--- src/tje_pkg.sv ---
`timescale 1ns / 1ps
`default_nettype none
// ----------------------------------------------------------------------------
// tje_pkg
// shared types, register indexes and fixed field widths of the tricorn
// julia escape-time block
// ----------------------------------------------------------------------------
package tje_pkg;

  localparam int IN_W       = 48;
  localparam int C_W        = 48;
  localparam int TRIG_W     = 30;
  localparam int RAD_W      = 36;
  localparam int LIM_W      = 16;
  localparam int COLOR_W    = 20;
  localparam int CFG_IDX_W  = 3;
  localparam int CFG_DATA_W = 48;

  localparam int COLOR_STEP    = 8;
  localparam int NEG_IM_OFFSET = 21;

  // reset values of the configuration registers
  localparam logic [C_W-1:0]    C_REAL_RESET = 48'hFFFF_F000_0000;
  localparam logic [C_W-1:0]    C_IMAG_RESET = 48'h0;
  localparam logic [TRIG_W-1:0] COS_RESET    = 30'd268435456;
  localparam logic [TRIG_W-1:0] SIN_RESET    = 30'd0;
  localparam logic [RAD_W-1:0]  RAD_RESET    = 36'd26843545600;
  localparam logic [LIM_W-1:0]  LIM_RESET    = 16'd100;

  typedef enum logic [CFG_IDX_W-1:0] {
    REG_C_REAL,
    REG_C_IMAG,
    REG_COS_C,
    REG_SIN_C,
    REG_COS_Z,
    REG_SIN_Z,
    REG_RADIUS,
    REG_LIMIT
  } cfg_reg_t;

  typedef struct packed {
    logic [C_W-1:0]    c_real;
    logic [C_W-1:0]    c_imag;
    logic [TRIG_W-1:0] cos_c_angle;
    logic [TRIG_W-1:0] sin_c_angle;
    logic [TRIG_W-1:0] cos_z_angle;
    logic [TRIG_W-1:0] sin_z_angle;
    logic [RAD_W-1:0]  escape_radius;
    logic [LIM_W-1:0]  iteration_limit;
  } cfg_t;

  // operand sets fed to the three product units
  typedef enum logic [1:0] {
    OP_ROT1,
    OP_ROT2,
    OP_ROT3,
    OP_SQ
  } op_sel_t;

  typedef struct packed {
    logic    load_in;
    op_sel_t op_sel;
    logic    cap_rot1;
    logic    cap_rot2;
    logic    cap_rot3;
    logic    step;
    logic    load_out;
  } dp_cmd_t;

  typedef struct packed {
    logic cont;
  } dp_status_t;

endpackage
`default_nettype wire

--- src/tje_ctrl.sv ---
`timescale 1ns / 1ps
`default_nettype none
// ----------------------------------------------------------------------------
// tje_ctrl
// controller: sequences the rotation rounds and the iteration loop,
// owns the input and output handshakes
// ----------------------------------------------------------------------------
module tje_ctrl import tje_pkg::*; (
  input  logic       clk,
  input  logic       rst,
  input  logic       in_valid,
  output logic       in_ready,
  output logic       out_valid,
  input  logic       out_ready,
  input  dp_status_t status,
  output dp_cmd_t    cmd
);

  typedef enum logic [3:0] {
    S_IDLE,
    S_ROT1,
    S_ROT2,
    S_ROT3,
    S_ROT4,
    S_ROT5,
    S_MUL,
    S_SUM,
    S_TEST,
    S_DONE
  } state_t;

  state_t state, state_next;

  assign in_ready = (state == S_IDLE) && !rst;

  always_comb begin
    state_next   = state;
    cmd          = '0;
    cmd.op_sel   = OP_SQ;
    case (state)
      S_IDLE: begin
        cmd.load_in = in_valid;
        if (in_valid) begin
          state_next = S_ROT1;
        end
      end
      S_ROT1: begin
        cmd.op_sel = OP_ROT1;
        state_next = S_ROT2;
      end
      S_ROT2: begin
        cmd.op_sel = OP_ROT2;
        state_next = S_ROT3;
      end
      S_ROT3: begin
        cmd.op_sel   = OP_ROT3;
        cmd.cap_rot1 = 1'b1;
        state_next   = S_ROT4;
      end
      S_ROT4: begin
        cmd.cap_rot2 = 1'b1;
        state_next   = S_ROT5;
      end
      // c rotation finishes while the first squares start
      S_ROT5: begin
        cmd.cap_rot3 = 1'b1;
        state_next   = S_SUM;
      end
      S_MUL: begin
        state_next = S_SUM;
      end
      S_SUM: begin
        state_next = S_TEST;
      end
      S_TEST: begin
        cmd.step   = 1'b1;
        state_next = status.cont ? S_MUL : S_DONE;
      end
      S_DONE: begin
        if (!out_valid || out_ready) begin
          cmd.load_out = 1'b1;
          state_next   = S_IDLE;
        end
      end
      default: begin
        state_next = S_IDLE;
      end
    endcase
  end

  always_ff @(posedge clk) begin
    if (rst) begin
      state     <= S_IDLE;
      out_valid <= 1'b0;
    end else begin
      state <= state_next;
      if (cmd.load_out) begin
        out_valid <= 1'b1;
      end else if (out_ready) begin
        out_valid <= 1'b0;
      end
    end
  end

`ifndef ASSERT_OFF
  a_busy_after_accept: assert property (@(posedge clk) disable iff (rst)
    (in_valid && in_ready) |=> !in_ready)
    else $error("input taken while a point is in flight");

  a_no_overwrite: assert property (@(posedge clk) disable iff (rst)
    cmd.load_out |-> (!out_valid || out_ready))
    else $error("result register overwritten before its beat");

  a_valid_from_done: assert property (@(posedge clk) disable iff (rst)
    $rose(out_valid) |-> $past(state == S_DONE))
    else $error("result raised outside the finish state");

  a_exit_to_done: assert property (@(posedge clk) disable iff (rst)
    (state == S_TEST && !status.cont) |=> (state == S_DONE))
    else $error("loop exit did not reach the finish state");
`endif

endmodule
`default_nettype wire

--- config.mk ---
export PLATFORM = sky130hd
export DESIGN_NAME = tje_ctrl
export DESIGN_NICKNAME = d
export VERILOG_FILES = /design/src/tje_pkg.sv /design/src/tje_ctrl.sv
export SDC_FILE = /design/constraint.sdc
export NUM_CORES = 1
export LEC_CHECK = 0
export BUFFER_PORTS_ARGS = -buffer_cell sky130_fd_sc_hd__buf_2
export CAP_MARGIN = 5
export CORE_MARGIN = 2
export CORE_UTILIZATION = 28
export DETAILED_ROUTE_END_ITERATION = 8
export GPL_TIMING_DRIVEN = 0
export PLACE_DENSITY_LB_ADDON = 0.3
export SYNTH_ARGS = -nofsm -noshare
export SYNTH_HDL_FRONTEND = slang
export SYNTH_SLANG_ARGS = --single-unit
--- constraint.sdc ---
create_clock -name clk -period 1 [get_ports clk]
set_input_delay 0.1 -clock clk [delete_from_list [all_inputs] [get_ports clk]]
set_output_delay 0.1 -clock clk [all_outputs]
set_load 0.03 [all_outputs]
* After elaboration in Yosys (flattened, before gate mapping)
Cells that the tools add are included.
W data, S select, Z words.
** Operators by class
- Equality and inequality tests :: 11
- Muxes and demuxes :: 14
- Reduce and logical (&&, ||, !) cells :: 8
** Operator list (number)
- $pmux W4 S9 :: 1
- $eq A4 B3 Y1 const B :: 4
- $mux W4 :: 3
- $mux W1 :: 9
- $eq A4 B2 Y1 const B :: 2
- $eq A4 B4 Y1 const B :: 2
- $pmux W2 S3 :: 1
- $eq A4 B1 Y1 const B :: 1
- $logic_not A4 Y1 :: 1
- $ne A2 B2 Y1 const B :: 2
- $logic_not A1 Y1 :: 2
- $reduce_and A2 Y1 :: 1
- $reduce_bool A2 Y1 :: 1
- $reduce_or A2 Y1 :: 1
- $logic_and A1 B1 Y1 :: 1
- $logic_or A1 B1 Y1 :: 1
** Storage, ports and cells
- Flip-flop bits (word level) :: 5
- Bits of input ports :: 5
- Output and inout bits :: 10
- Word-level logic and storage cells :: 35

* Longest topological paths before layout
Gate-level depths: netlist (run 1).
- Depth after elaboration :: 5
- Depth in mapped cells :: 4

* Least setup slack after synthesis (run 1)
No wires, ideal clock.
- Path kind :: flip-flop to output port
- From :: reg state[0]
- To :: out in_ready
- Data arrival time :: 1567 ps
- Setup slack :: -667 ps
- Cell stages (with the launch flop) :: 4
- Path through :: dfxtp_1 -> buf_6 -> or2_4 -> nor4_1
** Between the ends
- Word-level cells in the longest chain between the ends :: 2
** Ends and longest elaborated chain
- start: declaration :: RTL line tje_ctrl.sv:32 : state_t state, state_next;
- start signal: assignment :: RTL line tje_ctrl.sv:96 : state <= state_next;
- $logic_not A4 Y1 :: RTL line tje_ctrl.sv:34 : assign in_ready = (state == S_IDLE) && !rst;
- $logic_and A1 B1 Y1 :: RTL line tje_ctrl.sv:34
- end: declaration :: RTL line tje_ctrl.sv:12 : output logic in_ready,
No other way between the ends.

==> reports/qor.txt, run 1 <==
final instance area - 778 um^2
vias in the first global route - 392
Power per Cell Area - 1610 nW/um^2
Die Ht - 41.2 um
Crit path largest cell delay - 0.36 ns
clk_lat worst skew - 0.24 ns
sequential fraction of design power - 0.202
part of the power in the clock network - 0.191
initial drt markers - 10
Pre-Repair DR Iteration Count - 4
via count - 465
area occupied by multi-input gates - 338 um^2
hpwl dp - 657 um
switching share of power - 0.381
Syn Inst Count - 41
global-route usage over all layers - 0.170
layout cell share with drive strength beyond 1 - 0.787
GR met3 Demand/Resource - 0.0435
CP required - 0.90 ns
hold slack - 0.133 ns
routed len/inst - 14.2 um
Post-Route Utilization - 0.598
failing checks - setup timing
Period Utilization, post-route - 1.42
initial antenna violation count - 0
register area share after synthesis - 0.259
Placed Area - 518 um^2
Die X - 41.2 um
dpl ws - -0.285 ns
IO buf count - 14
core area - 1300 um^2
# nets final - 81
max_slew headroom - 0.825
clk sinks - 5
Remaining DRCs - 0
Hold Path Class - input pin to flip-flop
Fillers - 122
first-pass GRT wire length - 1730 um
Worst Setup Start Kind - flip-flop
synth warn - 0
leak pwr - 0.355 nW
Worst Path Max Fanout - 7
worst-margin pin slew - 0.261 ns
Seq cells post-synth - 5
Starting Density - 0.297
Final Max Tran Viols - 0
Clock transition at path regs - 0.04 ns
outcome - finished, violations left
Site Rows - 13
Antenna Cells - 0
crit path cell chain - or2_4 -> nor4b_4 -> buf_4
fin crit period - 1.42 ns
num ports - 15
Worst Setup End Kind - output pin
Inserted Clock Buffers - 3
switching pwr - 0.000476 W
GPL Wtd Cong - 0.785
hold buffers post-CTS - 0
Congestion Overflow GR - 0
final hold violations - 0
largest net degree at the start of global routing - 10
Internal - 0.000774 W
Worst path slowest cell - dfxtp_4
syn avg cell area - 9.43 um^2
RSZ-0062 raised after global routing - true
Critical Path AT - 1.32 ns
area of the die - 1690 um^2
met1 Resource Use GR - 0.176
clk root buf - clkbuf_4
Cell Area, Synth - 387 um^2
fmax - 0.702 GHz
Layout area overhead - 101%
Routed Antenna Nets - 0
H-Tree Depth - 1
Vias/cell - 5.17
skew final - 0.00341 ns
Reg area - 113 um^2
Setup CP Type - flip-flop to output pin
Logic pwr share - 0.607
Routed WL - 1280 um
Max rail drop VDD - 0.843 mV
Max Cap Viol - 0
Final setup viols - 13
Top Usage Layer GRT - met2
syn_nets - 46
Clock Tree Buf Depth - 2
Distinct cells, synth - 27
CTS tree - done
met2 usage - 0.281
fin worst setup slack - -0.424 ns
-- stage by stage --
stage / total power, W / std cells / TNS, ns
floorplan: 0.000623 / 41 / -1.14
global placement: 0.000719 / 70 / -1.63
detailed placement: 0.000720 / 70 / -1.70
CTS: 0.00114 / 84 / -3.68
global route: 0.00131 / 90 / -4.04
finish: 0.00125 / 90 / -3.53
-- cell usage in the layout, fill, tap and decap left out --
cell and instances:
xor2_2 1, and2b_2 1, buf_2 7, and2_4 1, a2bb2oi_2 1, buf_4 14, dfxtp_4 3, o22a_1 1
o31ai_1 1, nand2b_1 1, nand2b_4 1, nor2b_4 3, buf_6 11, or2_4 1, and4bb_1 1, o21ai_1 1
clkbuf_4 3, nand3_1 1, inv_1 1, a211oi_2 1, nor4_4 1, nor3_1 1, mux2i_1 1, a21oi_1 1
a21oi_2 2, buf_8 1, nor2_1 2, nor4b_4 2, and2b_1 1, dfxtp_1 1, nand4bb_1 1, nor2_4 2
clkbuf_1 1, dfxtp_2 1, nand2_2 2
-- cells by family (layout without fill, tap and decap cells) --
logic type | Yosys count | count (layout) | synth area share
AND/OR/NAND/NOR | 22 | 22 | 0.424
multiplexers | 1 | 1 | 0.0259
flip-flops | 5 | 5 | 0.259
buffers and inverters | 4 | 38 | 0.0971
AO/OA/AOI/OAI | 8 | 8 | 0.172
XOR/XNOR | 1 | 1 | 0.0227
-- cell usage after synthesis --
library cell	instances	area [um^2]
and2_1	1	6.26
nand4bb_1	1	11.3
o31ai_1	1	7.51
inv_1	1	3.75
nand2b_1	2	12.5
or2_4	1	8.76
xor2_1	1	8.76
and4bb_1	1	12.5
and2b_1	1	7.51
buf_6	3	33.8
nor4_1	1	6.26
a2bb2oi_2	1	15.0
dfxtp_1	5	100
nor2b_1	3	18.8
nor4b_4	1	23.8
o22a_1	1	8.76
nor2_1	4	15.0
a21oi_2	2	17.5
and2b_2	1	8.76
mux2i_1	1	10.0
nor4b_2	1	15.0
a21oi_1	1	5.00
o21ai_0	1	5.00
nand3_1	1	5.00
nand2_1	2	7.51
a211oi_1	1	7.51
nor3_1	1	5.00
-- final cells by class --
type,instances,share of cell area
Buffer,2,0.0338
Clock buffer,4,0.0338
Inverter,1,0.00482
Multi-Input combinational cell,32,0.434
Sequential cell,5,0.145
Tap cell,15,0.0241
Timing Repair Buffer,31,0.325
-- critical path, delay by kind of cell (launching register included) --
family        cells  cell delay [ns]
flops             1             0.36
simple gates      2             0.52
buf+inv           1             0.19
-- final timing paths --
kind | startpoint | end | slack, ns | depth (start not counted)
worst max-delay path | state[3] | cmd[7] | -0.42 | 3
worst min-delay path | rst | state[3] | 0.13 | 2
worst max register to register | state[3] | state[0] | -0.29 | 5
worst min register to register | state[3] | state[2] | 0.50 | 1
-- power groups by stage --
stage          Sequential [W]  Clock [W]  Combinational, W
3_3_place_gp         0.000243          0          0.000475
3_5_place_dp         0.000243          0          0.000476
4_1_cts              0.000243   0.000247          0.000652
2_1_floorplan        0.000241          0          0.000382
6_report             0.000252   0.000239          0.000759
5_1_grt              0.000254   0.000253          0.000801
-- layer usage --
| layer | vias up | routed length [um] | part of all wire |
|---|---|---|---|
| li1 | 214 | - | - |
| met2 | 20 | 762 | 0.59 |
| met1 | 227 | 427 | 0.33 |
| met4 | 0 | 19 | 0.015 |
| met5 | - | 0 | 0 |
| met3 | 4 | 72 | 0.056 |
-- sequential cells by signal, indices dropped and copies added, names as in the netlist --
| signal | flops |
|---|---|
| state | 4 |
| out_valid | 1 |
-- repair_timing --
item	CTS	global route
buffers inserted	9	7
gates resized for setup	21	17
hold endpoints to repair	0	0
endpoints found under the setup margin	14	14
cloned	1	0
pin swaps	7	8
Power figures use the tool's default switching activity.
==> inputs of run 2 (changes only) <==
Clock period 1 ns to 1.5 ns, I/O delays scaled along.
==> reports/qor.txt, run 2 (synthesis results as in run 1) <==
Regs by FF count - state: 4 flops, out_valid: 1 flops
RSZ-0062 raised after global routing - true
Period Utilization, post-route - 1.01
Routed WL - 832 um
Power per Cell Area - 1140 nW/um^2
Post-Route Utilization - 0.442
largest net degree at the start of global routing - 11
CP startpoint - state[0]
Worst path slowest cell - dfxtp_1
Remaining DRCs - 0
failing checks - setup timing
Tot Pwr - 0.000657 W
Hold Startpoint - rst
fin worst setup slack - -0.0205 ns
Critical Path AT - 1.37 ns
Congestion Overflow GR - 0
crit path cell chain - buf_6 -> or2_4 -> nor4b_4 -> buf_4
via count - 373
Starting Density - 0.297
# nets final - 69
worst-margin pin slew - 0.237 ns
hpwl dp - 588 um
DR top layer - met3
worst r2r src - state[0]
Die X - 41.2 um
Worst Setup End Kind - output pin
max reg flops - 4
layout cell share with drive strength beyond 1 - 0.571
most frequent cells in the layout - 11 x buf_2, 6 x buf_4, 4 x nor2_1, 4 x clkbuf_4
initial drt markers - 8
Pre-Repair DR Iteration Count - 4
vias in the first global route - 262
first-pass GRT wire length - 1210 um
CTS tree - done
met2 WL - 407 um
IO buf count - 14
H-Tree Depth - 1
Layout area overhead - 48.9%
Vias/cell - 4.78
clk root buf - clkbuf_4
max_slew headroom - 0.841
skew final - 0.00114 ns
num ports - 15
dpl ws - 0.205 ns
area of the die - 1690 um^2
Clock transition at path regs - 0.04 ns
Worst Path Max Fanout - 6
register name with the most flops - state
Inserted Clock Buffers - 3
CP required - 1.35 ns
initial antenna violation count - 0
Hold Path Class - input pin to flip-flop
Crit path largest cell delay - 0.30 ns
leak pwr - 0.252 nW
fin crit period - 1.52 ns
Final setup viols - 1
core area - 1300 um^2
Max Cap Viol - 0
Clock Tree Buf Depth - 2
Final Max Tran Viols - 0
global-route usage over all layers - 0.112
routed len/inst - 10.7 um
Die Ht - 41.2 um
DRT met1 WL - 363 um
final hold violations - 0
Routed Antenna Nets - 0
clk_lat worst skew - 0.25 ns
met3 routed wirelength - 61 um
Antenna Cells - 0
Setup CP Type - flip-flop to output pin
most common cell after layout, fill and taps aside - buf_2
Max rail drop VDD - 0.562 mV
Worst Setup Start Kind - flip-flop
clk sinks - 5
GPL Wtd Cong - 0.724
Site Rows - 13
fmax - 0.658 GHz
outcome - finished, violations left
==> run 2: timing repair <==
action                     CTS  global route
pin swaps                    0             1
setup buffers                0             4
gates resized for setup      2             6
hold buffers                 0             0
setup endpoints to repair    1             3
==> run 2: cell type report <==
type	count	area (um^2)
plain buffers	3	33.8
clock buffers	4	26.3
fillers	145	726
inverters	1	3.75
multi-input cells	32	283
flip-flops and latches	5	103
well taps	15	18.8
repair buffers	18	108
==> run 2: worst paths after layout <==
path / end / slack, ns / cells past startpoint
worst max-delay path: cmd[7] / -0.02 / 4
worst min-delay path: state[3] / 0.16 / 2
worst max register to register: state[0] / 0.40 / 5
worst min register to register: out_valid / 0.54 / 2
==> run 2: worst max-delay path: cells and delay by family (launching register included) <==
kind | cells | cell delay, ns
buffers and inverters | 2 | 0.31
flip-flops | 1 | 0.30
AND/OR/NAND/NOR | 2 | 0.51
==> run 2: report_power, final <==
group / total, W / internal [W] / switching [W]
Clock: 0.000162 / 0.000101 / 0.0000608
Combinational: 0.000334 / 0.000154 / 0.000180
Sequential: 0.000161 / 0.000149 / 0.0000119
Total: 0.000657 / 0.000404 / 0.000253
==> run 2: stage by stage <==
| step | cell area (um^2) | hold slack [ns] | TNS (ns) | cells |
|---|---|---|---|---|
| after CTS | 512 | 0.157 | -0.0395 | 74 |
| after floorplan | 393 | 0.212 | 0 | 41 |
| after global placement | 482 | 0.418 | 0 | 70 |
| final | 576 | 0.155 | -0.0205 | 78 |
| after global routing | 576 | 0.178 | -0.0927 | 78 |
| after detailed placement | 482 | 0.423 | 0 | 70 |
==> run 2: routing by layer <==
metal,vias to the layer above,global-route usage
met4,0,0
li1,189,-
met3,0,0.0815
met2,12,0.145
met5,-,0
met1,172,0.158
==> inputs of run 3 (changes only) <==
Settings changed: CELL_PAD_IN_SITES_DETAIL_PLACEMENT set to 1, CELL_PAD_IN_SITES_GLOBAL_PLACEMENT set to 1.
==> reports/qor.txt, run 3 (synthesis results as in run 1) <==
vias in the first global route - 332
Clock transition at path regs - 0.04 ns
Critical Path AT - 1.36 ns
register name with the most flops - state
RR Endpoint - state[1]
Remaining DRCs - 0
area of the die - 1690 um^2
hold buffers post-CTS - 0
Inserted Clock Buffers - 3
skew final - 0.000413 ns
Worst Hold Path Cells - 2
initial antenna violation count - 0
Tot Pwr - 0.000645 W
initial drt markers - 1
Routed WL - 934 um
core area - 1300 um^2
outcome - finished, violations left
Period Utilization, post-route - 1.00
Routed Antenna Nets - 0
num ports - 15
CTS tree - done
clk sinks - 5
Worst Setup Start Kind - flip-flop
IO buf count - 14
placed cell count - 70
H-Tree Depth - 1
layout cell share with drive strength beyond 1 - 0.556
worst-margin pin slew - 0.248 ns
Final Max Tran Viols - 0
Site Rows - 13
Congestion Overflow GR - 0
Vias/cell - 4.81
Regs by FF count - state: 4 flops, out_valid: 1 flops
Max Cap Viol - 0
most frequent cells in the layout - 12 x buf_2, 5 x buf_4, 4 x buf_6, 4 x nor2_1
Pre-Repair DR Iteration Count - 3
clk_lat worst skew - 0.24 ns
Hold Startpoint - rst
Layout area overhead - 42.7%
most common cell after layout, fill and taps aside - buf_2
failing checks - setup timing
routed len/inst - 12.0 um
GPL Wtd Cong - 0.690
max reg flops - 4
CP required - 1.35 ns
via count - 375
Worst Path Max Fanout - 5
Final setup viols - 1
Max rail drop VDD - 0.512 mV
# nets final - 69
global-route usage over all layers - 0.145
Antenna Cells - 0
fin worst setup slack - -0.00504 ns
hold path endpoint - state[3]
Power per Cell Area - 1170 nW/um^2
Post-Route Utilization - 0.424
largest net degree at the start of global routing - 11
Clock Tree Buf Depth - 2
Hold Path Class - input pin to flip-flop
Starting Density - 0.297
fin crit period - 1.51 ns
Die Ht - 41.2 um
max_slew headroom - 0.834
hpwl dp - 652 um
RSZ-0062 raised after global routing - true
first-pass GRT wire length - 1460 um
clk root buf - clkbuf_4
Die X - 41.2 um
fmax - 0.664 GHz
CP startpoint - state[0]
leak pwr - 0.249 nW
R2R depth - 6
post-route insts no fill - 78
Worst Setup End Kind - output pin
final hold violations - 0
Setup CP Type - flip-flop to output pin
flop2flop setup slack - 0.21 ns
worst r2r src - state[0]
[run 3: layout make-up]
class / count / area [um^2]
Fill cell: 168 / 749
Multi-Input combinational cell: 32 / 258
Timing Repair Buffer: 18 / 109
Sequential cell: 5 / 103
Buffer: 3 / 33.8
Clock buffer: 4 / 26.3
Tap cell: 15 / 18.8
Inverter: 1 / 3.75
[run 3: worst max-delay path by stage]
stage	to	slack, ns	depth (start not counted)
after floorplan	cmd[7]	0.03	3
after global placement	cmd[7]	0.19	3
after detailed placement	cmd[7]	0.20	3
after CTS	cmd[7]	-0.03	4
after global routing	cmd[7]	-0.06	4
final	cmd[7]	-0.005	4
[run 3: per-layer routing]
metal,wire (um),up-vias,global-route usage
met5,0,-,0
met4,15,0,0.145
met3,54,2,0.0326
met2,446,11,0.207
met1,417,173,0.172
li1,-,189,-
[run 3: through the flow]
stage	TNS [ns]	setup slack (ns)	instance area [um^2]	hold WS (ns)
detailed placement	0	0.195	482	0.423
finish	-0.00504	-0.00504	552	0.168
floorplan	0	0.0303	393	0.212
CTS	-0.0309	-0.0309	512	0.159
global placement	0	0.188	482	0.429
global route	-0.0601	-0.0601	552	0.164
[run 3: where the power goes]
group	switching [W]	leakage (nW)	internal, W
sequential	0.0000112	0.0417	0.000149
clock	0.0000529	0.0150	0.000100
combinational	0.000180	0.192	0.000151
[run 3: worst max-delay path: stages (launching register included)]
cell,delay (ns)
dfxtp_2,0.31
buf_6,0.12
or2_4,0.25
nor4b_2,0.24
buf_4,0.19
[run 3: repair_timing]
| item | 4_1_cts | 5_1_grt |
|---|---|---|
| buffers inserted | 0 | 4 |
| endpoints found under the hold margin | 0 | 0 |
| pin swaps | 0 | 0 |
| gates resized for setup | 2 | 5 |
| setup endpoints to repair | 1 | 4 |
