===== config.mk =====
export PLATFORM = sky130hd
export DESIGN_NAME = tje_cfg
export DESIGN_NICKNAME = d
export VERILOG_FILES = /design/src/tje_pkg.sv /design/src/tje_cfg.sv
export SDC_FILE = /design/constraint.sdc
export NUM_CORES = 1
export LEC_CHECK = 0
export ABC_AREA = 1
export ABC_CLOCK_PERIOD_IN_PS = 1400
export BUFFER_PORTS_ARGS = -buffer_cell sky130_fd_sc_hd__buf_2
export CAP_MARGIN = 0
export CORE_ASPECT_RATIO = 0.6
export CORE_MARGIN = 2
export CORE_UTILIZATION = 51
export DETAILED_ROUTE_END_ITERATION = 16
export GPL_ROUTABILITY_DRIVEN = 0
export PLACE_DENSITY = 0.8
export SYNTH_ARGS = -nofsm -noshare
export SYNTH_HDL_FRONTEND = slang
export SYNTH_SLANG_ARGS = --single-unit

===== constraint.sdc =====
create_clock -name clk -period 1.4 [get_ports clk]
set_clock_uncertainty 0.05 [all_clocks]
set_input_delay 0 -clock clk [delete_from_list [all_inputs] [get_ports clk]]
set_output_delay 0 -clock clk [all_outputs]
set_load 0.005 [all_outputs]

===== src/tje_pkg.sv =====
`timescale 1ns / 1ps
`default_nettype none
// ----------------------------------------------------------------------------
// tje_pkg
// shared types, register indexes and fixed field widths of the tricorn
// julia escape-time block
// ----------------------------------------------------------------------------
package tje_pkg;

  localparam int IN_W       = 48;
  localparam int C_W        = 48;
  localparam int TRIG_W     = 30;
  localparam int RAD_W      = 36;
  localparam int LIM_W      = 16;
  localparam int COLOR_W    = 20;
  localparam int CFG_IDX_W  = 3;
  localparam int CFG_DATA_W = 48;

  localparam int COLOR_STEP    = 8;
  localparam int NEG_IM_OFFSET = 21;

  // reset values of the configuration registers
  localparam logic [C_W-1:0]    C_REAL_RESET = 48'hFFFF_F000_0000;
  localparam logic [C_W-1:0]    C_IMAG_RESET = 48'h0;
  localparam logic [TRIG_W-1:0] COS_RESET    = 30'd268435456;
  localparam logic [TRIG_W-1:0] SIN_RESET    = 30'd0;
  localparam logic [RAD_W-1:0]  RAD_RESET    = 36'd26843545600;
  localparam logic [LIM_W-1:0]  LIM_RESET    = 16'd100;

  typedef enum logic [CFG_IDX_W-1:0] {
    REG_C_REAL,
    REG_C_IMAG,
    REG_COS_C,
    REG_SIN_C,
    REG_COS_Z,
    REG_SIN_Z,
    REG_RADIUS,
    REG_LIMIT
  } cfg_reg_t;

  typedef struct packed {
    logic [C_W-1:0]    c_real;
    logic [C_W-1:0]    c_imag;
    logic [TRIG_W-1:0] cos_c_angle;
    logic [TRIG_W-1:0] sin_c_angle;
    logic [TRIG_W-1:0] cos_z_angle;
    logic [TRIG_W-1:0] sin_z_angle;
    logic [RAD_W-1:0]  escape_radius;
    logic [LIM_W-1:0]  iteration_limit;
  } cfg_t;

  // operand sets fed to the three product units
  typedef enum logic [1:0] {
    OP_ROT1,
    OP_ROT2,
    OP_ROT3,
    OP_SQ
  } op_sel_t;

  typedef struct packed {
    logic    load_in;
    op_sel_t op_sel;
    logic    cap_rot1;
    logic    cap_rot2;
    logic    cap_rot3;
    logic    step;
    logic    load_out;
  } dp_cmd_t;

  typedef struct packed {
    logic cont;
  } dp_status_t;

endpackage
`default_nettype wire


===== src/tje_cfg.sv =====
`timescale 1ns / 1ps
`default_nettype none
// ----------------------------------------------------------------------------
// tje_cfg
// configuration register file, written one register per beat
// ----------------------------------------------------------------------------
module tje_cfg import tje_pkg::*; (
  input  logic                  clk,
  input  logic                  rst,
  input  logic                  cfg_valid,
  output logic                  cfg_ready,
  input  logic [CFG_IDX_W-1:0]  cfg_index,
  input  logic [CFG_DATA_W-1:0] cfg_data,
  output cfg_t                  cfg
);

  // no beat is taken while reset holds the defaults
  assign cfg_ready = !rst;

  always_ff @(posedge clk) begin
    if (rst) begin
      cfg.c_real          <= C_REAL_RESET;
      cfg.c_imag          <= C_IMAG_RESET;
      cfg.cos_c_angle     <= COS_RESET;
      cfg.sin_c_angle     <= SIN_RESET;
      cfg.cos_z_angle     <= COS_RESET;
      cfg.sin_z_angle     <= SIN_RESET;
      cfg.escape_radius   <= RAD_RESET;
      cfg.iteration_limit <= LIM_RESET;
    end else if (cfg_valid) begin
      case (cfg_reg_t'(cfg_index))
        REG_C_REAL: cfg.c_real          <= cfg_data[C_W-1:0];
        REG_C_IMAG: cfg.c_imag          <= cfg_data[C_W-1:0];
        REG_COS_C:  cfg.cos_c_angle     <= cfg_data[TRIG_W-1:0];
        REG_SIN_C:  cfg.sin_c_angle     <= cfg_data[TRIG_W-1:0];
        REG_COS_Z:  cfg.cos_z_angle     <= cfg_data[TRIG_W-1:0];
        REG_SIN_Z:  cfg.sin_z_angle     <= cfg_data[TRIG_W-1:0];
        REG_RADIUS: cfg.escape_radius   <= cfg_data[RAD_W-1:0];
        REG_LIMIT:  cfg.iteration_limit <= cfg_data[LIM_W-1:0];
        default: begin
        end
      endcase
    end
  end

endmodule
`default_nettype wire


* Yosys cells after proc, flatten, opt, wreduce, memory -nomap -nowiden *
Index checks and enable logic that the tools add are counted.

word-level totals
  output and inout bits = 269
  flip-flop bits (word level) = 268

operators by class
  equality and inequality tests = 7
  reduce and logical (&&, ||, !) cells = 10

operators with widths
  kind                                                 count
  AND reduction 2 bit                                  8
  equality test 3 bit, second input constant           4
  equality test 3 x 2 -> 1 bit, second input constant  2
  equality test 3 x 1 -> 1 bit, second input constant  1
  zero test 3 bit                                      1
  zero test 1 bit                                      1

* Logic depth before layout (Yosys ltp) *
Gate-level depths: netlist of run 1.

  depth after elaboration = 2
  depth in mapped cells = 7

* Worst setup path after synthesis of run 1 *
No wires, ideal clock.

  kind = input port to flip-flop
  start point = input port cfg_valid
  end point = register cfg[70] (netlist bit)
  slack = 0.401 ns
  stages on the path = 7
  data arrival time = 0.835 ns
  path buffers = 2
  library setup time = 0.113 ns
  required time = 1.237 ns
  cells stage by stage = nand2_1 > inv_1 > buf_2 > clkbuf_1 > nand3_1 > nand2_1 > nor2_1

between the ends
  cells in the longest elaborated chain, start to end = 1

ends and longest elaborated chain
  item                                  line           source
  start: declaration                    tje_cfg.sv:10  input logic cfg_valid,
  AND reduction 2 bit (no source line)  --
  end: declaration                      tje_cfg.sv:14  output cfg_t cfg

No other way between the ends.
A chain may end at the register's enable or synchronous reset.

==> run_results.csv, run 1 <==
group,metric,value,unit
routing,post_drt_wl_per_cell,16.59,um
yosys,post-synth-top-area-cell,"dfxtp_1",
grt,use_met1,42.66,%
die,die_y,114.4,um
power,irDropWorstVdd,0.7924,mV
yosys,synthesis.nets,1550,
yosys,synthTopCellsByArea,"dfxtp_1 (52%), nor2_1 (18%), nand3_1 (12%)",
grt,gr-usage-met3,8.029,%
yosys,synth.area.mux_share,0,%
yosys,netlist-cell-type-count,11,
grt,grt_util_all_layers,32.26,%
clock_network,cts_root_buffer,"clkbuf_16",
layout,largestRegisters,"cfg x268",
layout,finalNetCount,1915,
timing,period_needed,1.345,ns
yosys,yosysSeqAreaShare,51.81,%
power,p_leak,0.006997,uW
clock_network,cts_tree,"built",
yosys,synth_top_family_by_area,"simple AND/OR/NAND/NOR gates",
worst_hold_path,hold_path_class,"input port to register",
setup_path,crit_family,"buffers and inverters",
layout,largest_reg_flops,268,
setup_path,cpPeakStageDelay,1.03,ns
die,core-area,19970,um2
job,maxCapViolations,0,
clock_network,ctsResizeCount,0,
layout,largest-register,"cfg",
die,num_rows,40,
setup_path,cp.arrival,1.74,ns
timing,min_period_over_period,96.08,%
yosys,ys_warn_count,0,
yosys,synth-adder-area-share,0,%
die,start_util,51.85,%
placement,hpwlAfterDp,22.86,mm
yosys,syn_avg_cell_area,6.922,um2
grt,grt_overflow,0,
clock_network,cts_buffers,24,
timing,tightest_slew,0.7389,ns
yosys,netlist_instances,1496,
grt,grt_pass1_wl,55.25,mm
clock_network,post_cts_buffers,0,
routing,vias,11230,
layout,area_growth,37.30,%
setup_path,cp.depth,6,
setup_path,end_kind,"register",
routing,route.detailed.drc,0,
placement,dp_slack,0.1066,ns
timing,relSlewSlack,50.57,%
yosys,yosys.area_share.simple,41.72,%
routing,vias_per_cell,5.217,
layout,drive_gt1_share,22.25,%
timing,max_freq,743.4,MHz
routing,drt_iter0_drc,1029,
setup_path,cpMaxStageDelayCell,"dlygate4sd3_1",
timing,setup_ws,0.05492,ns
setup_path,path_max_fanout,19,
die,die_w,188.0,um
clock_network,clock_sinks,268,
layout,antenna_cells,0,
clock_network,clk_latency,0.51,ns
yosys,synth-compound-area-share,0.04833,%
timing,hold_violations,0,
setup_path,crit_type,"input port to register",
setup_path,rr_worst_depth,3,
grt,met2_usage,52.67,%
worst_hold_path,min_path_cells,5,
clock_network,htreeDepth,1,
timing,rsz0062_at_grt,"no",
grt,grt_pass1_vias,10320,
placement,io_buffers,322,
grt,antenna_found_initial,0,
yosys,synthXorXnorAreaFrac,0,%
die,dieArea,21500,um2
routing,drt_pass1_iterations,7,
timing,final_max_slew_viol_count,0,
setup_path,worstPathRequired,1.79,ns
power,powerDensity,1221,nW/um2
clock_network,cts_max_path_buffers,3,
clock_network,clk_pin_slew_worst_paths,0.07,ns
setup_path,crit_path_cell_trace,"buf_2, inv_8, buf_12, dlygate4sd3_1, nand2_1, nor2_1",
yosys,yosysTopAreaCellShare,51.81,%
die,ioPinCount,323,
yosys,synth_seq_cells,268,
setup_path,cp-start-kind,"input port",
grt,grt.busiest_layer,"met2",
routing,wl,35.71,mm
run_status,outcome,"completed",
setup_path,cp.buffers_inverters,4,
timing,finalSetupViolCount,0,
yosys,mappedNetlistArea,10350,um2
routing,detail-route-antenna-nets,0,
grt,grt_start_max_net_pins,58,
timing,tns,0,ns
per-stage QoR:
stage | util (%) | power (uW) | hold WS (ns) | cell area [um2] | std cells
after floorplan | - | 9149 | 0.06322 | 10350 | 1496
after global placement | 62.54 | 9903 | 0.1623 | 12490 | 2025
after detailed placement | 62.54 | 9947 | 0.1696 | 12490 | 2025
after CTS | 71.10 | 17370 | 0.0002877 | 14200 | 2150
after global routing | 71.20 | 17940 | 0.02079 | 14220 | 2152
final | 71.20 | 17350 | 0.01957 | 14220 | 2152
cells in the final DEF, fill, tap and decap left out:
cell type        n
nand2_1        317
clkinv_2         3
o21ai_0          1
nor2_1         480
dfxtp_1        268
buf_4           21
buf_2          322
nand3_1        255
clkinvlp_4       1
inv_1           54
buf_12          21
clkbuf_1         4
nor2_4           9
dlygate4sd3_1   82
clkbuf_16       25
bufinv_16        4
clkbuf_8         8
nor2_2           3
inv_8            1
cell type report:
| type | count | area [um2] |
|---|---|---|
| Multi-Input combinational cell | 1065 | 4393 |
| Inverter | 56 | 219.0 |
| Timing Repair Buffer | 446 | 3010 |
| Clock buffer | 37 | 750.7 |
| Clock inverter | 7 | 137.6 |
| Tap cell | 273 | 341.6 |
| Sequential cell | 268 | 5365 |
| Fill cell | 1610 | 5752 |
worst paths after layout:
| kind | startpoint | to | slack [ns] |
|---|---|---|---|
| setup / recovery | rst | cfg[53]$_SDFFE_PP0P_ | 0.05 |
| hold / removal | rst | cfg[207]$_SDFFE_PP0P_ | 0.02 |
| setup reg to reg | cfg[266]$_SDFFE_PP1P_ | cfg[266]$_SDFFE_PP1P_ | 0.19 |
| hold reg to reg | cfg[254]$_SDFFE_PP1P_ | cfg[254]$_SDFFE_PP1P_ | 0.42 |
routing by layer:
| metal | vias up | wire length [um] |
|---|---|---|
| met5 | - | 0 |
| met4 | 0 | 964 |
| met3 | 84 | 4049 |
| met2 | 645 | 16190 |
| met1 | 5133 | 14500 |
| li1 | 5364 | - |
timing repair:
item                                   CTS  global route
hold buffers                            81             3
endpoints found under the hold margin  265             8
setup endpoints to repair                0            21
worst reg2reg max path, stage by stage, from the launching register on:
cell           delay [ns]
dfxtp_1              0.33
nand2_1              0.09
nand3_1              0.08
dlygate4sd3_1        0.55
cell families (layout without fill, tap and decap cells):
logic type             after synthesis  after routing
and+or+nand+nor                   1064           1064
DFF                                268            268
buffers and inverters              163            546
AOI/OAI and AO/OA                    1              1
power by group:
| part | internal, uW | switching [uW] | total [uW] |
|---|---|---|---|
| clock network | 4430 | 2910 | 7330 |
| logic | 801 | 1180 | 1980 |
| registers | 7890 | 150 | 8040 |
| total | 13100 | 4230 | 17400 |
cells in the mapped netlist:
cell      instances
buf_1            19
buf_2            42
clkbuf_1         46
dfxtp_1         268
inv_1            55
inv_2             1
nand2_1         317
nand3_1         255
nor2_1          489
nor2_2            3
o21ai_0           1
Note: power is estimated with default switching activity, not from simulation.
==> run 2, diff against run 1 <==
--- a/config.mk
+++ b/config.mk
@@ -15,6 +15,7 @@
 export DETAILED_ROUTE_END_ITERATION = 16
 export GPL_ROUTABILITY_DRIVEN = 0
 export PLACE_DENSITY = 0.8
+export SETUP_SLACK_MARGIN = 0.3
 export SYNTH_ARGS = -nofsm -noshare
 export SYNTH_HDL_FRONTEND = slang
 export SYNTH_SLANG_ARGS = --single-unit
==> run 2 against run 1 <==
Against the previous run: the flow now finishes with violations (negative hold slack); critical path depth down 5; combinational power down 5%; non-clock buffer count down 34; core utilization down 1.7 points; clock power about the same; routed wire length down 3.7%; die area unchanged; largest power group unchanged; highest routed layer unchanged.
==> run_results.csv, run 2 (synthesis gave the netlist of run 1 again) <==
group,metric,value,unit
layout,fillers,1657,
routing,vias,10960,
layout,drive_gt1_share,23.09,%
grt,grt_overflow,0,
clock_network,cts_root_buffer,"clkbuf_16",
clock_network,cts_buffers,24,
worst_hold_path,min_path_cells,3,
layout,largestRegisters,"cfg x268",
setup_path,cp.buffers_inverters,1,
die,num_rows,40,
worst_hold_path,hold_path_class,"input port to register",
clock_network,clk_pin_slew_worst_paths,0.07,ns
die,dieArea,21500,um2
setup_path,cpMaxStageDelayCell,"dfxtp_1",
timing,hold_slack,-0.1250,ns
grt,grt_pass1_vias,10090,
timing,tightest_slew,0.4046,ns
grt,grt_start_max_net_pins,58,
die,die_y,114.4,um
layout,layout_common_cells,"nor2_1 (480), buf_2 (321), nand2_1 (317)",
layout,final_util,69.53,%
placement,hpwlAfterDp,22.86,mm
timing,tns,0,ns
routing,detail-route-antenna-nets,0,
routing,drt_pass1_iterations,6,
setup_path,crit_family,"flip-flops",
timing,final_max_slew_viol_count,0,
clock_network,post_cts_buffers,0,
setup_path,cp.depth,1,
layout,largest_reg_flops,268,
clock_network,cts_max_path_buffers,3,
clock_network,htreeDepth,1,
clock_network,clk_latency,0.51,ns
setup_path,cpPeakStageDelay,0.38,ns
timing,finalSetupViolCount,0,
grt,grt_pass1_wl,53.62,mm
layout,largest-register,"cfg",
run_status,violations,"negative hold slack",
power,p_leak,0.006868,uW
setup_path,end_kind,"output pin",
layout,mostFrequentLayoutCell,"nor2_1",
timing,min_period_over_period,76.98,%
grt,antenna_found_initial,0,
die,start_util,51.85,%
power,irDropWorstVdd,0.7820,mV
routing,vias_per_cell,5.175,
setup_path,worstPathRequired,1.35,ns
timing,period_needed,1.078,ns
routing,post_drt_wl_per_cell,16.23,um
setup_path,crit_type,"register to output pin",
timing,max_freq,927.9,MHz
timing,hold_violations,39,
placement,dpl_cell_area,12490,um2
layout,finalNetCount,1881,
timing,rsz0062_at_grt,"no",
layout,final_area,13880,um2
power,powerDensity,1242,nW/um2
clock_network,clock_sinks,268,
routing,wl,34.37,mm
die,die_w,188.0,um
routing,route.detailed.drc,0,
setup_path,path_max_fanout,2,
setup_path,rr_worst_depth,2,
job,maxCapViolations,0,
die,ioPinCount,323,
layout,antenna_cells,0,
timing,relSlewSlack,73.00,%
die,core-area,19970,um2
setup_path,cp.arrival,1.03,ns
clock_network,postCtsHoldBufs,49,
routing,drt_iter0_drc,966,
clock_network,cts_tree,"built",
placement,io_buffers,322,
grt,grt_util_all_layers,31.16,%
setup_path,crit_path_cell_trace,"buf_2",
run_status,outcome,"complete, but fails checks",
layout,area_growth,34.09,%
setup_path,cp-start-kind,"register",
==> run 2: changes by cell type in the layout (fill, tap and decap cells not counted) <==
cell	delta
dfxtp_2	+9
dfxtp_1	-9
buf_6	+1
dlygate4sd3_1	-33
buf_12	-1
buf_2	-1
==> run 2: metrics by stage <==
stage	setup slack (ns)	power [uW]	hold WS [ns]	cells
3_5_place_dp	0.1066	9947	0.1696	2025
3_3_place_gp	0.1603	9903	0.1623	2025
6_report	0.3223	17240	-0.1250	2118
5_1_grt	0.3009	17850	-0.1244	2118
4_1_cts	0.3099	17280	-0.1316	2118
2_1_floorplan	0.4013	9149	0.06322	1496
==> run 2: layer usage <==
layer / wire (um) / global-route usage, %
met5: 0 / 0
met2: 15540 / 51.16
met3: 4062 / 7.723
met4: 804 / 8.661
met1: 13970 / 41.22
==> run 2: layout make-up <==
type	count	area, um2	share of cell area, %
Timing Repair Buffer	412	2666	19.20
Multi-Input combinational cell	1065	4393	31.64
Tap cell	273	341.6	2.460
Sequential cell	268	5376	38.72
Clock buffer	37	750.7	5.407
Inverter	56	219.0	1.577
Clock inverter	7	137.6	0.9913
==> run 2: worst paths after layout <==
path                               from                     to  slack, ns
setup reg to reg   cfg[58]$_SDFFE_PP0P_   cfg[58]$_SDFFE_PP0P_       0.71
hold reg to reg   cfg[263]$_SDFFE_PP1P_  cfg[263]$_SDFFE_PP1P_       0.42
setup / recovery   cfg[57]$_SDFFE_PP0P_                cfg[57]       0.32
hold / removal                      rst  cfg[255]$_SDFFE_PP1P_      -0.12
==> run 2: worst reg2reg max path: cells and delay by family (launching register included) <==
kind	cells	cell delay [ns]
flops	1	0.32
simple gates	2	0.21
==> run 2: repair_timing <==
item / CTS / global route
endpoints found under the hold margin: 265 / 39
endpoints found under the setup margin: 2 / 8
gates resized for setup: 2 / 8
==> run 2: where the power goes <==
group / leakage (uW) / internal, uW / total, uW / switching (uW)
logic: 0.00425 / 738 / 1880 / 1140
registers: 0.00218 / 7890 / 8040 / 149
clock network: 0.000435 / 4430 / 7320 / 2890
total: 0.00687 / 13100 / 17200 / 4180
==> run 3, diff against run 2 <==
--- a/config.mk
+++ b/config.mk
@@ -5,8 +5,8 @@
 export SDC_FILE = /design/constraint.sdc
 export NUM_CORES = 1
 export LEC_CHECK = 0
-export ABC_AREA = 1
-export ABC_CLOCK_PERIOD_IN_PS = 1400
+export ABC_AREA = 0
+export ABC_CLOCK_PERIOD_IN_PS = 1100
 export BUFFER_PORTS_ARGS = -buffer_cell sky130_fd_sc_hd__buf_2
 export CAP_MARGIN = 0
 export CORE_ASPECT_RATIO = 0.6
@@ -14,7 +14,7 @@
 export CORE_UTILIZATION = 51
 export DETAILED_ROUTE_END_ITERATION = 16
 export GPL_ROUTABILITY_DRIVEN = 0
-export PLACE_DENSITY = 0.8
+export PLACE_DENSITY = 0.79
 export SETUP_SLACK_MARGIN = 0.3
 export SYNTH_ARGS = -nofsm -noshare
 export SYNTH_HDL_FRONTEND = slang
==> constraint.sdc (replaced) <==
create_clock -name clk -period 1.1 [get_ports clk]
set_clock_uncertainty 0.05 [all_clocks]
set_input_delay 0 -clock clk [delete_from_list [all_inputs] [get_ports clk]]
set_output_delay 0 -clock clk [all_outputs]
set_load 0.005 [all_outputs]
==> run 3 against run 2 <==
Against the previous run: the flow still finishes with violations (negative hold slack); total power rose by 22%; worst hold slack worse by 0.089 ns; setup slack worse by 0.26 ns; die area grew 2.1%; sequential power is 26% higher; critical path depth unchanged; final cell count down 19%; cell area increased by 19%; area after synthesis rose by 2.2%; count of clock-buffer cells in the layout is 3 lower; critical path type unchanged.
==> run_results.csv, run 3 <==
group,metric,value,unit
clock_network,cts_root_buffer,"clkbuf_16",
setup_path,crit_type,"register to output pin",
routing,detail-route-antenna-nets,0,
yosys,synthFlopType,"dfxtp_1",
timing,max_freq,965.5,MHz
worst_hold_path,min_path_cells,3,
setup_path,crit_family,"flip-flops",
placement,dp.cells,1545,
setup_path,cp.arrival,0.99,ns
clock_network,cts_buffers,25,
setup_path,end_kind,"output pin",
setup_path,cp.buffers_inverters,1,
yosys,synth_edf_count,0,
grt,antenna_found_initial,0,
yosys,synthesis.nets,1022,
layout,largest_reg_flops,268,
routing,route.detailed.drc,0,
timing,period_needed,1.036,ns
layout,finalNetCount,1490,
setup_path,crit_path_cell_trace,"buf_2",
routing,drt_pass1_iterations,5,
timing,hold_slack,-0.2138,ns
clock_network,clock_sinks,268,
clock_network,postCtsHoldBufs,52,
power,powerDensity,1270,nW/um2
grt,grt_overflow,0,
timing,rsz0062_at_grt,"yes",
placement,io_buffers,322,
yosys,synthTopCellsByArea,"dfxtp_1 (51%), mux2i_1 (25%), nand2b_1 (17%)",
job,maxCapViolations,0,
layout,largest-register,"cfg",
timing,relSlewSlack,65.53,%
setup_path,cpPeakStageDelay,0.35,ns
clock_network,htreeDepth,1,
yosys,yosysSeqAreaShare,50.72,%
setup_path,cp-start-kind,"register",
setup_path,path_max_fanout,2,
routing,wl,34.96,mm
die,num_rows,40,
power,irDropWorstVdd,1.025,mV
clock_network,cts_max_path_buffers,3,
die,ioPinCount,323,
die,die_y,115.6,um
placement,dp_slack,-0.09355,ns
yosys,yosysMostFrequentCell,"nand2b_1",
yosys,yosysTopAreaCellShare,50.72,%
die,die_w,189.9,um
die,dieArea,21950,um2
setup_path,timing.rr.start,"cfg[263]$_SDFFE_PP1P_",
timing,hold_violations,10,
setup_path,cpMaxStageDelayCell,"dfxtp_2",
die,start_util,52.45,%
routing,post_drt_wl_per_cell,20.26,um
power,p_leak,0.008280,uW
setup_path,worstPathRequired,1.05,ns
yosys,netlist_instances,968,
run_status,outcome,"complete, but fails checks",
layout,largestRegisters,"cfg x268",
routing,drt_iter0_drc,610,
routing,vias,8907,
timing,finalSetupViolCount,0,
timing,final_max_slew_viol_count,0,
worst_hold_path,holdCritStartpoint,"rst",
layout,fin_cells,1726,
worst_hold_path,min_to,"cfg[22]$_SDFFE_PP0P_",
yosys,post-synth-top-area-cell,"dfxtp_1",
routing,vias_per_cell,5.160,
yosys,mappedNetlistArea,10580,um2
placement,hpwlAfterDp,20.56,mm
setup_path,reg2reg_slack,0.21,ns
timing,setup_ws,0.06422,ns
setup_path,rr_worst_depth,3,
setup_path,cp.depth,1,
clock_network,clk_latency,0.51,ns
yosys,asyncSetResetFlopFracSynth,0,%
grt,grt_pass1_wl,49.80,mm
layout,mostFrequentLayoutCell,"nand2b_1",
run_status,violations,"negative hold slack",
yosys,synth_top_cells_by_count,"nand2b_1 (288), dfxtp_1 (268), mux2i_1 (268)",
die,core-area,20170,um2
layout,drive_gt1_share,55.47,%
worst_hold_path,hold_path_class,"input port to register",
yosys,synth_seq_cells,268,
yosys,ys_warn_count,0,
timing,min_period_over_period,94.16,%
grt,grt_util_all_layers,28.99,%
yosys,netlist-cell-type-count,16,
timing,tightest_slew,0.5171,ns
yosys,syn_avg_cell_area,10.93,um2
grt,grt_start_max_net_pins,63,
clock_network,cts_tree,"built",
layout,antenna_cells,0,
clock_network,clk_pin_slew_worst_paths,0.07,ns
layout,layout_common_cells,"nand2b_1 (273), dfxtp_2 (268), mux2i_1 (266)",
grt,grt_pass1_vias,8851,
layout,area_growth,56.64,%
setup_path,rr_endpoint,"cfg[263]$_SDFFE_PP1P_",
## run 3: cell types whose count changed after synthesis, moves of 10 or more
cell	delta
mux2i_1	+268
nand3_1	-255
nand2b_1	+288
buf_4	+10
nand2_1	-317
nor2_1	-438
clkbuf_1	-11
buf_2	-13
buf_1	-13
inv_1	-54
## run 3: through the flow
| step | hold slack [ns] | util (%) | total power, uW | setup TNS [ns] | instance area, um2 |
|---|---|---|---|---|---|
| 2_1_floorplan | 0.1049 | - | 11170 | 0 | 10870 |
| 3_3_place_gp | 0.2236 | 64.54 | 11850 | -1.151 | 13020 |
| 3_5_place_dp | 0.2320 | 64.54 | 11880 | -5.453 | 13020 |
| 4_1_cts | -0.2291 | 78.20 | 20910 | 0 | 15770 |
| 5_1_grt | -0.2135 | 82.16 | 21680 | 0 | 16570 |
| 6_report | -0.2138 | 82.16 | 21040 | 0 | 16570 |
## run 3: worst max-delay path by stage
stage,endpoint,start
2_1_floorplan,cfg[241]$_SDFFE_PP0P_,cfg_index[0]
3_3_place_gp,cfg[113]$_SDFFE_PP0P_,cfg_index[0]
3_5_place_dp,cfg[116]$_SDFFE_PP0P_,cfg_index[0]
4_1_cts,cfg[37],cfg[37]$_SDFFE_PP0P_
5_1_grt,cfg[228],cfg[228]$_SDFFE_PP0P_
6_report,cfg[223],cfg[223]$_SDFFE_PP0P_
## run 3: layout make-up
class / count / area (um2)
sequential: 268 / 5700
multi-input combinational: 616 / 4972
timing repair buffer: 524 / 4728
fill: 1061 / 3598
clock buffer: 34 / 719.4
tap: 273 / 341.6
clock inverter: 10 / 105.1
inverter: 1 / 3.754
## run 3: cells by family (layout without fill, tap and decap cells)
logic type	count (synthesis)	count (layout)	share of synthesized area, %
and+or+nand+nor	348	348	19.87
buffers and inverters	84	569	4.057
DFF	268	268	50.72
muxes	268	268	25.36
## run 3: repair_timing
item	4_1_cts	5_1_grt
setup endpoints to repair	269	311
hold endpoints to repair	261	7
resized for setup	393	82
setup buffers	38	47
pin swaps	0	1
## run 3: power breakdown
part           total (uW)  switching (uW)  leakage [uW]  internal [uW]
combinational        2130             930       0.00560           1200
clock                8800            3760      0.000407           5040
sequential          10100             158       0.00227           9960
## run 3: layer usage
layer	track usage, %	vias up	wire length (um)
met2	49.88	356	16920
met4	8.941	0	971
met3	8.207	72	2956
li1	-	4104	-
met5	0	-	0
met1	35.70	4375	14110
